<file path="config.mk">
export PLATFORM = sky130hd
export DESIGN_NAME = timer_counter_8bit_ctc_pwm_core
export DESIGN_NICKNAME = d
export VERILOG_FILES = /design/src/rtl/core/tc8_pkg.sv /design/src/rtl/core/tc8_prescaler.sv /design/src/rtl/core/tc8_timer.sv /design/src/rtl/core/timer_counter_8bit_ctc_pwm_core.sv
export SDC_FILE = /design/constraint.sdc
export NUM_CORES = 1
export LEC_CHECK = 0
export ABC_AREA = 1
export BUFFER_PORTS_ARGS = -buffer_cell sky130_fd_sc_hd__buf_2
export CORE_ASPECT_RATIO = 1.1
export CORE_MARGIN = 4
export CORE_UTILIZATION = 28
export DETAILED_ROUTE_END_ITERATION = 12
export PLACE_DENSITY_LB_ADDON = 0.2
export SLEW_MARGIN = 20
export SYNTH_ARGS = -nofsm -noshare
export SYNTH_HDL_FRONTEND = slang
export SYNTH_HIERARCHICAL = 1
export SYNTH_SLANG_ARGS = --single-unit
export TNS_END_PERCENT = 50
</file>
<file path="constraint.sdc">
create_clock -name clk -period 6.12 [get_ports clk]
set_clock_uncertainty 0.2 [all_clocks]
set_input_delay 0.306 -clock clk [delete_from_list [all_inputs] [get_ports clk]]
set_output_delay 0.306 -clock clk [all_outputs]
set_load 0.1 [all_outputs]
</file>
<file path="src/rtl/core/tc8_pkg.sv">
// ============================================================================
// tc8_pkg
// Shared types, codes and defaults for the 8-bit timer/counter core.
// ============================================================================
package tc8_pkg;

	localparam int COUNT_WIDTH_DEF    = 8;
	localparam int PRESCALE_WIDTH_DEF = 10;

	// Transaction kinds
	typedef enum logic [1:0] {
		ACT_TICK  = 2'd0,
		ACT_WRITE = 2'd1,
		ACT_READ  = 2'd2
	} action_t;

	// Register map
	localparam logic [2:0] REG_CONTROL = 3'd0;
	localparam logic [2:0] REG_COUNT   = 3'd1;
	localparam logic [2:0] REG_COMPARE = 3'd2;
	localparam logic [2:0] REG_IRQ_EN  = 3'd3;
	localparam logic [2:0] REG_FLAGS   = 3'd4;

	// Clock select codes
	localparam logic [2:0] CS_STOP    = 3'd0;
	localparam logic [2:0] CS_DIV1    = 3'd1;
	localparam logic [2:0] CS_DIV8    = 3'd2;
	localparam logic [2:0] CS_DIV64   = 3'd3;
	localparam logic [2:0] CS_DIV256  = 3'd4;
	localparam logic [2:0] CS_DIV1024 = 3'd5;

	// Prescaler tap widths (low bits that must be zero)
	localparam int DIV8_BITS    = 3;
	localparam int DIV64_BITS   = 6;
	localparam int DIV256_BITS  = 8;
	localparam int DIV1024_BITS = 10;

	// Control register bit positions
	localparam int CTRL_WGM0_BIT = 6;
	localparam int CTRL_COM1_BIT = 5;
	localparam int CTRL_COM0_BIT = 4;
	localparam int CTRL_WGM1_BIT = 3;
	localparam logic [7:0] CTRL_WRITE_MASK = 8'h7F;

	// Interrupt enable and flag bit positions
	localparam int IRQ_OVF_BIT = 0;
	localparam int IRQ_CMP_BIT = 1;

	typedef struct packed {
		logic [1:0] action;
		logic [2:0] reg_select;
		logic [7:0] write_data;
	} tc8_item_t;

	typedef struct packed {
		logic [7:0] read_data;
		logic       overflow_irq;
		logic       compare_irq;
		logic       pwm_out;
	} tc8_result_t;

endpackage

</file>
<file path="src/rtl/core/tc8_prescaler.sv">
// ============================================================================
// tc8_prescaler
// Free-running prescale counter and timer clock enable decode.
// ============================================================================
module tc8_prescaler #(
	parameter int PRESCALE_WIDTH = tc8_pkg::PRESCALE_WIDTH_DEF
) (
	input  logic       clk,
	input  logic       arst_n,
	input  logic       advance,
	input  logic [2:0] clock_select,
	output logic       timer_due
);

	logic [PRESCALE_WIDTH-1:0] prescale_q;
	logic [PRESCALE_WIDTH-1:0] prescale_next;

	assign prescale_next = prescale_q + {{(PRESCALE_WIDTH-1){1'b0}}, 1'b1};

	always_ff @(posedge clk or negedge arst_n) begin
		if (!arst_n) begin
			prescale_q <= '0;
		end else if (advance) begin
			prescale_q <= prescale_next;
		end
	end

	// Decode against the advanced count
	always_comb begin
		case (clock_select)
			tc8_pkg::CS_DIV1:    timer_due = 1'b1;
			tc8_pkg::CS_DIV8:    timer_due = (prescale_next[tc8_pkg::DIV8_BITS-1:0] == '0);
			tc8_pkg::CS_DIV64:   timer_due = (prescale_next[tc8_pkg::DIV64_BITS-1:0] == '0);
			tc8_pkg::CS_DIV256:  timer_due = (prescale_next[tc8_pkg::DIV256_BITS-1:0] == '0);
			tc8_pkg::CS_DIV1024: timer_due = (prescale_next[tc8_pkg::DIV1024_BITS-1:0] == '0);
			default:             timer_due = 1'b0;
		endcase
	end

endmodule

</file>
<file path="src/rtl/core/tc8_timer.sv">
// ============================================================================
// tc8_timer
// Register file, counter update and compare/PWM pin logic.
// ============================================================================
module tc8_timer #(
	parameter int COUNT_WIDTH = tc8_pkg::COUNT_WIDTH_DEF
) (
	input  logic                 clk,
	input  logic                 arst_n,
	input  logic                 advance,
	input  tc8_pkg::tc8_item_t   item,
	input  logic                 timer_due,
	output logic [2:0]           clock_select,
	output tc8_pkg::tc8_result_t result
);

	logic [6:0]             control_q;
	logic [COUNT_WIDTH-1:0] count_q;
	logic [COUNT_WIDTH-1:0] compare_q;
	logic [1:0]             irq_en_q;
	logic [1:0]             flags_q;
	logic                   pin_q;

	logic [6:0]             control_d;
	logic [COUNT_WIDTH-1:0] count_d;
	logic [COUNT_WIDTH-1:0] compare_d;
	logic [1:0]             irq_en_d;
	logic [1:0]             flags_d;
	logic                   pin_d;
	logic [7:0]             read_d;

	logic clear_on_match;
	logic pwm_mode;
	logic pin_driven;
	logic invert;
	logic match;
	logic [COUNT_WIDTH-1:0] count_inc;

	assign clock_select   = control_q[2:0];
	assign clear_on_match = control_q[tc8_pkg::CTRL_WGM1_BIT] & ~control_q[tc8_pkg::CTRL_WGM0_BIT];
	assign pwm_mode       = control_q[tc8_pkg::CTRL_WGM1_BIT] & control_q[tc8_pkg::CTRL_WGM0_BIT];
	assign pin_driven     = pwm_mode & control_q[tc8_pkg::CTRL_COM1_BIT];
	assign invert         = control_q[tc8_pkg::CTRL_COM0_BIT];
	assign match          = (count_q == compare_q);
	assign count_inc      = count_q + {{(COUNT_WIDTH-1){1'b0}}, 1'b1};

	always_comb begin
		control_d = control_q;
		count_d   = count_q;
		compare_d = compare_q;
		irq_en_d  = irq_en_q;
		flags_d   = flags_q;
		pin_d     = pin_q;
		read_d    = '0;
		case (item.action)
			tc8_pkg::ACT_TICK: begin
				if (timer_due) begin
					if (match) begin
						flags_d[tc8_pkg::IRQ_CMP_BIT] = 1'b1;
					end
					if (clear_on_match && match) begin
						count_d = '0;
					end else if (count_q == {COUNT_WIDTH{1'b1}}) begin
						count_d = '0;
						flags_d[tc8_pkg::IRQ_OVF_BIT] = 1'b1;
					end else begin
						count_d = count_inc;
					end
					// Set at bottom, clear on match (polarity swapped when inverting)
					if (pin_driven) begin
						if (count_d == '0) begin
							pin_d = ~invert;
						end else if (match) begin
							pin_d = invert;
						end
					end
				end
			end
			tc8_pkg::ACT_WRITE: begin
				case (item.reg_select)
					tc8_pkg::REG_CONTROL: control_d = item.write_data[6:0];
					tc8_pkg::REG_COUNT:   count_d   = COUNT_WIDTH'(item.write_data);
					tc8_pkg::REG_COMPARE: compare_d = COUNT_WIDTH'(item.write_data);
					tc8_pkg::REG_IRQ_EN:  irq_en_d  = item.write_data[1:0];
					tc8_pkg::REG_FLAGS:   flags_d   = flags_q & ~item.write_data[1:0];
					default:              ;
				endcase
			end
			tc8_pkg::ACT_READ: begin
				case (item.reg_select)
					tc8_pkg::REG_CONTROL: read_d = {1'b0, control_q} & tc8_pkg::CTRL_WRITE_MASK;
					tc8_pkg::REG_COUNT:   read_d = count_q[7:0];
					tc8_pkg::REG_COMPARE: read_d = compare_q[7:0];
					tc8_pkg::REG_IRQ_EN:  read_d = {6'd0, irq_en_q};
					tc8_pkg::REG_FLAGS:   read_d = {6'd0, flags_q};
					default:              read_d = '0;
				endcase
			end
			default: ;
		endcase
	end

	always_ff @(posedge clk or negedge arst_n) begin
		if (!arst_n) begin
			control_q <= '0;
			count_q   <= '0;
			compare_q <= '0;
			irq_en_q  <= '0;
			flags_q   <= '0;
			pin_q     <= 1'b0;
		end else if (advance) begin
			control_q <= control_d;
			count_q   <= count_d;
			compare_q <= compare_d;
			irq_en_q  <= irq_en_d;
			flags_q   <= flags_d;
			pin_q     <= pin_d;
		end
	end

	// Result reflects the state after this transaction
	always_comb begin
		result.read_data    = read_d;
		result.overflow_irq = flags_d[tc8_pkg::IRQ_OVF_BIT] & irq_en_d[tc8_pkg::IRQ_OVF_BIT];
		result.compare_irq  = flags_d[tc8_pkg::IRQ_CMP_BIT] & irq_en_d[tc8_pkg::IRQ_CMP_BIT];
		result.pwm_out      = control_d[tc8_pkg::CTRL_WGM1_BIT] & control_d[tc8_pkg::CTRL_WGM0_BIT]
		                    & control_d[tc8_pkg::CTRL_COM1_BIT] & pin_d;
	end

endmodule

</file>
<file path="src/rtl/core/timer_counter_8bit_ctc_pwm_core.sv">
// ============================================================================
// timer_counter_8bit_ctc_pwm_core
// 8-bit timer/counter (normal, CTC, fast PWM) driven by a stream of
// transactions: a clock tick, a register write or a register read. Every
// transaction returns one result with the read byte (zero unless a read), the
// two interrupt lines and the PWM pin, all taken after the transaction has
// been applied. One transaction is accepted per cycle when the result side
// keeps up; the input register feeds the combinational counter update into
// the result register, and a stalled result side holds the input side once
// both registers are full.
// Registers: 0 control (bits 2..0 clock select, bits 6 and 3 mode, bits 5..4
// output mode, bit 7 reads zero), 1 counter, 2 compare, 3 interrupt enables,
// 4 flags (write one to clear). Bit 0 is overflow, bit 1 is compare.
// ============================================================================
module timer_counter_8bit_ctc_pwm_core #(
	parameter int COUNT_WIDTH    = tc8_pkg::COUNT_WIDTH_DEF,
	parameter int PRESCALE_WIDTH = tc8_pkg::PRESCALE_WIDTH_DEF
) (
	input  logic       clk,
	input  logic       arst_n,
	input  logic       in_valid,
	output logic       in_ready,
	input  logic [1:0] action,
	input  logic [2:0] reg_select,
	input  logic [7:0] write_data,
	output logic       out_valid,
	input  logic       out_ready,
	output logic [7:0] read_data,
	output logic       overflow_irq,
	output logic       compare_irq,
	output logic       pwm_out
);

	tc8_pkg::tc8_item_t   item_s1;
	logic                 valid_s1;
	tc8_pkg::tc8_result_t result_s2;
	logic                 valid_s2;

	tc8_pkg::tc8_result_t result_d;
	logic                 advance;
	logic                 out_free;
	logic                 prescale_adv;
	logic                 timer_due;
	logic [2:0]           clock_select;

	// Result register frees when empty or being taken this cycle
	assign out_free = ~valid_s2 | out_ready;
	// Apply the held transaction to the timer state as it moves to the result
	assign advance  = valid_s1 & out_free;
	assign in_ready = ~valid_s1 | advance;

	// Input register
	always_ff @(posedge clk or negedge arst_n) begin
		if (!arst_n) begin
			valid_s1 <= 1'b0;
		end else if (in_ready) begin
			valid_s1 <= in_valid;
		end
	end

	always_ff @(posedge clk) begin
		if (in_ready && in_valid) begin
			item_s1.action     <= action;
			item_s1.reg_select <= reg_select;
			item_s1.write_data <= write_data;
		end
	end

	// Prescaler advances on tick transactions only
	assign prescale_adv = advance && (item_s1.action == tc8_pkg::ACT_TICK);

	tc8_prescaler #(
		.PRESCALE_WIDTH (PRESCALE_WIDTH)
	) u_prescaler (
		.clk          (clk),
		.arst_n       (arst_n),
		.advance      (prescale_adv),
		.clock_select (clock_select),
		.timer_due    (timer_due)
	);

	tc8_timer #(
		.COUNT_WIDTH (COUNT_WIDTH)
	) u_timer (
		.clk          (clk),
		.arst_n       (arst_n),
		.advance      (advance),
		.item         (item_s1),
		.timer_due    (timer_due),
		.clock_select (clock_select),
		.result       (result_d)
	);

	// Result register: hold until taken
	always_ff @(posedge clk or negedge arst_n) begin
		if (!arst_n) begin
			valid_s2 <= 1'b0;
		end else if (out_free) begin
			valid_s2 <= valid_s1;
		end
	end

	always_ff @(posedge clk) begin
		if (advance) begin
			result_s2 <= result_d;
		end
	end

	assign out_valid    = valid_s2;
	assign read_data    = result_s2.read_data;
	assign overflow_irq = result_s2.overflow_irq;
	assign compare_irq  = result_s2.compare_irq;
	assign pwm_out      = result_s2.pwm_out;

endmodule
</file>
==> impl_summary.txt <==
----------------------------------------------------
[Outcome]
  Result of the run ... finished, final reports clean

[STA]
  Actual transition at the worst max-transition pin ... 0.725 ns
  Period Utilization, post-route ... 47.1%
  Max-slew violation total from the final report ... 0
  Worst slew slack as a fraction of its limit ... 51.5%
  Unrepaired setup endpoints after global routing ... false
  Sum Neg Setup Slack ... 0 ns
  Max Fclk ... 347 MHz
  Final hold violations ... 0
  Final critical-path required period ... between 2 and 3 ns
  Setup violations, final ... 0

[Global routing]
  Total Routing Usage GR ... 12.7%
  Global route total overflow ... 0
  Vias in the first global route ... 2697
  Pin count of the biggest net entering global routing ... 41
  Initial antenna violation count ... 0
  Wire length of the first global-routing pass ... 13.7 mm

[Drt]
  Drc violations ... 0
  Post-detailed-route count of antenna-violating nets ... 0
  Number of DRC violations after detailed-routing iteration 0 ... 181
  Number of iterations in the first detailed-routing pass ... 4
  Detailed Route WL ... 8.11 mm
  Vias after detailed routing ... 2775
  Vias per cell ... 4.46
  Detailed-route wire length per cell ... 13.0 um

[Clock network]
  Post-cts sizing count ... 0
  CTS buffer count ... 9
  Maximum buffer depth of the clock tree ... 2
  Number of levels the H-tree was split into ... 3
  Root Buffer Master ... sky130_fd_sc_hd__clkbuf_16
  Clock slew at the register clock pins of the worst setup and hold paths ... ~0.060 ns
  CTS tree ... built
  Worst-Skew Late Latency ... approximately 0.33 ns
  Buffer count from post-CTS setup fixing ... 0
  Total clock sinks ... 64

[Logic synthesis]
  Mean Syn Cell Area ... 8.21 um^2
  Mapped Cells ... between 400 and 500
  FFs w/ async S/R, synth ... between 60% and 70%
  Distinct cell type count of the synthesized netlist ... 39
  Most common cell in the synthesized netlist ... sky130_fd_sc_hd__nand2_1
  Synth top area cells ... sky130_fd_sc_hd__dfrtp_1 (29%), sky130_fd_sc_hd__edfxtp_1 (21%), sky130_fd_sc_hd__nand2_1 (13%), sky130_fd_sc_hd__inv_1 (6.6%), sky130_fd_sc_hd__o21ai_0 (6.0%)
  Top FF cell, synth ... sky130_fd_sc_hd__dfrtp_1
  Number of enable flip-flop cells after synthesis ... 24
  Total nets after synthesis ... 435
  Biggest area consumer among synthesized cells ... sky130_fd_sc_hd__dfrtp_1
  Top cell types by occurrence after synthesis ... sky130_fd_sc_hd__nand2_1 (117), sky130_fd_sc_hd__inv_1 (60), sky130_fd_sc_hd__o21ai_0 (41), sky130_fd_sc_hd__dfrtp_1 (40), sky130_fd_sc_hd__nor2_1 (25)
  #FFs+latches synth ... between 60 and 70
  Sequential cell area fraction in the yosys report ... 50.5%
  Total of warnings raised by yosys ... 6
  Synthesized cell area ... 3410 um^2
  Area share of the leading cell type in the synthesized netlist ... 29.4%

[Critical path]
  Maximum fanout along the worst path ... 16
  Startpoint type of the worst setup path ... flip-flop
  Crit Path Category ... reg -> reg
  Master of the slowest instance on the critical path ... sky130_fd_sc_hd__a211oi_4
  Worst setup startpoint ... u_prescaler/prescale_q[0]
  Required time of the critical path ... a little over 6 ns
  Worst Setup End Kind ... flip-flop
  Data arrival time of the worst path ... 2.94 ns
  Largest incremental delay on the critical path ... approximately 0.55 ns
  FF-to-FF Start ... u_prescaler/prescale_q[0]
  Cells along the critical path ... ha_1 > ha_1 > nand3b_1 > nor2_1 > nand3b_1 > nand2_1 > nand2_1 > a21oi_2 > o21ai_0 > a211oi_4 > o21ai_0 > o22ai_1

[Place]
  Placement-stage cell area ... 3690 um^2
  Cells after DPL ... 590
  Final weighted congestion of routability-driven global placement ... 0.948
  Hpwl dp ... 6.17 mm
  Count of port buffers added during placement ... 29

[Finish]
  Layout cell share with drive strength beyond 1 ... between 10% and 20%
  Area grow syn2layout ... 22.1%
  Final cell count without fillers ... 622
  Final cell area excluding filler cells ... between 4000 and 5000 um^2
  Antenna Cells ... 0
  Net count of the finished layout ... between 400 and 500
  Utilization of the core after routing ... roughly a third

[Power and ir drop]
  Sequential share of power ... about two fifths
  Overall power after layout ... 1.60 mW
  Switching power total ... 0.584 mW
  IR Drop Worst-Case VDD ... 0.110 mV
  Switch share ... between 30 and 40%
  Clock network fraction of design power ... between 30% and 40%
  Power density normalized to cell area ... 385 nW/um^2
  Standby leakage power ... between 1.5 and 2 nW
  Cell Int Power ... 1.02 mW
  Part of the total power dissipated in combinational logic ... 28.3%

[Floorplanning]
  Horiz. Die Dim ... 113 um
  Total I/O pin count ... 30
  Starting density of the core ... 28.4%
  Floorplan core area ... about 12000 um^2
  Die Area ... roughly 14000 um^2
  Die H ... 124 um
  Floorplan row count ... 42

[Min path]
  Startpoint of the most critical hold path ... out_ready
  Worst min path class ... in -> reg

[Flow run]
  Max-cap violations ... 0

----------------------------------------------------
what timing repair did:
item	CTS	global route
endpoints found under the setup margin	0	0
endpoints found under the hold margin	54	0
hold buffers	15	0
placed cells by master, fill, tap and decap left out, drive strengths merged, types with 5 or more instances in the layout:
master and n:
clkbuf 10, o21ai 53, nand2 121, dlygate4sd3 15, inv 66, dfrtp 40
a21oi 14, edfxtp 24, nand3 16, o22ai 12, nor2 30, buf 30
nor3 5
flip-flops by register name, indices dropped and copies added, names as in the netlist:
signal and cells:
overflow_irq 1, u_timer/flags_q 2, u_timer/count_q 8, u_prescaler/prescale_q 10
compare_irq 1, valid_s1 1, u_timer/irq_en_q 2, item_s1 13
u_timer/compare_q 8, pwm_out 1, out_valid 1, u_timer/pin_q 1
read_data 8, u_timer/control_q 7
kinds of logic (layout without fill, tap and decap cells):
| kind of cell | after synthesis | after routing | share of synthesized area, % |
|---|---|---|---|
| xor+xnor | 5 | 5 | 1.29 |
| buf+inv | 75 | 128 | 8.96 |
| simple gates | 181 | 181 | 23.7 |
| flops | 64 | 64 | 50.5 |
| compound gates | 87 | 87 | 14.5 |
| fa+ha+maj | 3 | 3 | 1.10 |
through the flow:
step | hold WS, ns | worst slack (ns)
after floorplan | -0.190 | 3.22
after global placement | 0.274 | 3.30
after detailed placement | 0.281 | 3.25
after CTS | 0.0380 | 3.24
after global routing | 0.0519 | 2.91
final | 0.0441 | 3.24
per-layer routing:
metal  routed length (um)  global-route usage (%)
met1                 3950                    16.7
met2                 3640                    19.9
met3                  353                    2.77
met4                  165                    5.79
met5                    0                       0
power groups by stage:
stage	Sequential, mW	Clock, mW	Combinational, mW
global route	0.653	0.550	0.516
detailed placement	0.645	0	0.446
global placement	0.643	0	0.446
finish	0.637	0.512	0.453
CTS	0.637	0.528	0.455
floorplan	0.669	0	0.314
worst max-delay path: cells and delay by family (launching register included):
| family | cells | cell delay [ns] |
|---|---|---|
| AO/OA/AOI/OAI | 5 | 1.18 |
| adder cells (fa/ha/maj) | 2 | 0.54 |
| flip-flops | 1 | 0.41 |
| AND/OR/NAND/NOR | 5 | 0.46 |
worst paths after layout:
| path | end | slack [ns] | cells past startpoint |
|---|---|---|---|
| max | u_timer/count_q[6] | 3.24 | 12 |
| min | out_valid | 0.04 | 4 |
| max reg2reg | u_timer/count_q[6] | 3.24 | 12 |
| min reg2reg | u_timer/control_q[5] | 0.29 | 2 |
| max in group asynchronous | u_timer/compare_q[2] | 5.04 | 3 |
| min in group asynchronous | u_prescaler/prescale_q[3] | 0.21 | 2 |
layout make-up:
cell class	instances	area, um^2
repair buffers	45	315
clock inverters	6	58.8
clock buffers	10	239
inverters	67	251
fillers	1295	7820
flip-flops and latches	64	1720
multi-input cells	276	1380
well taps	154	193
No activity file was read; power rests on OpenSTA's default activity.
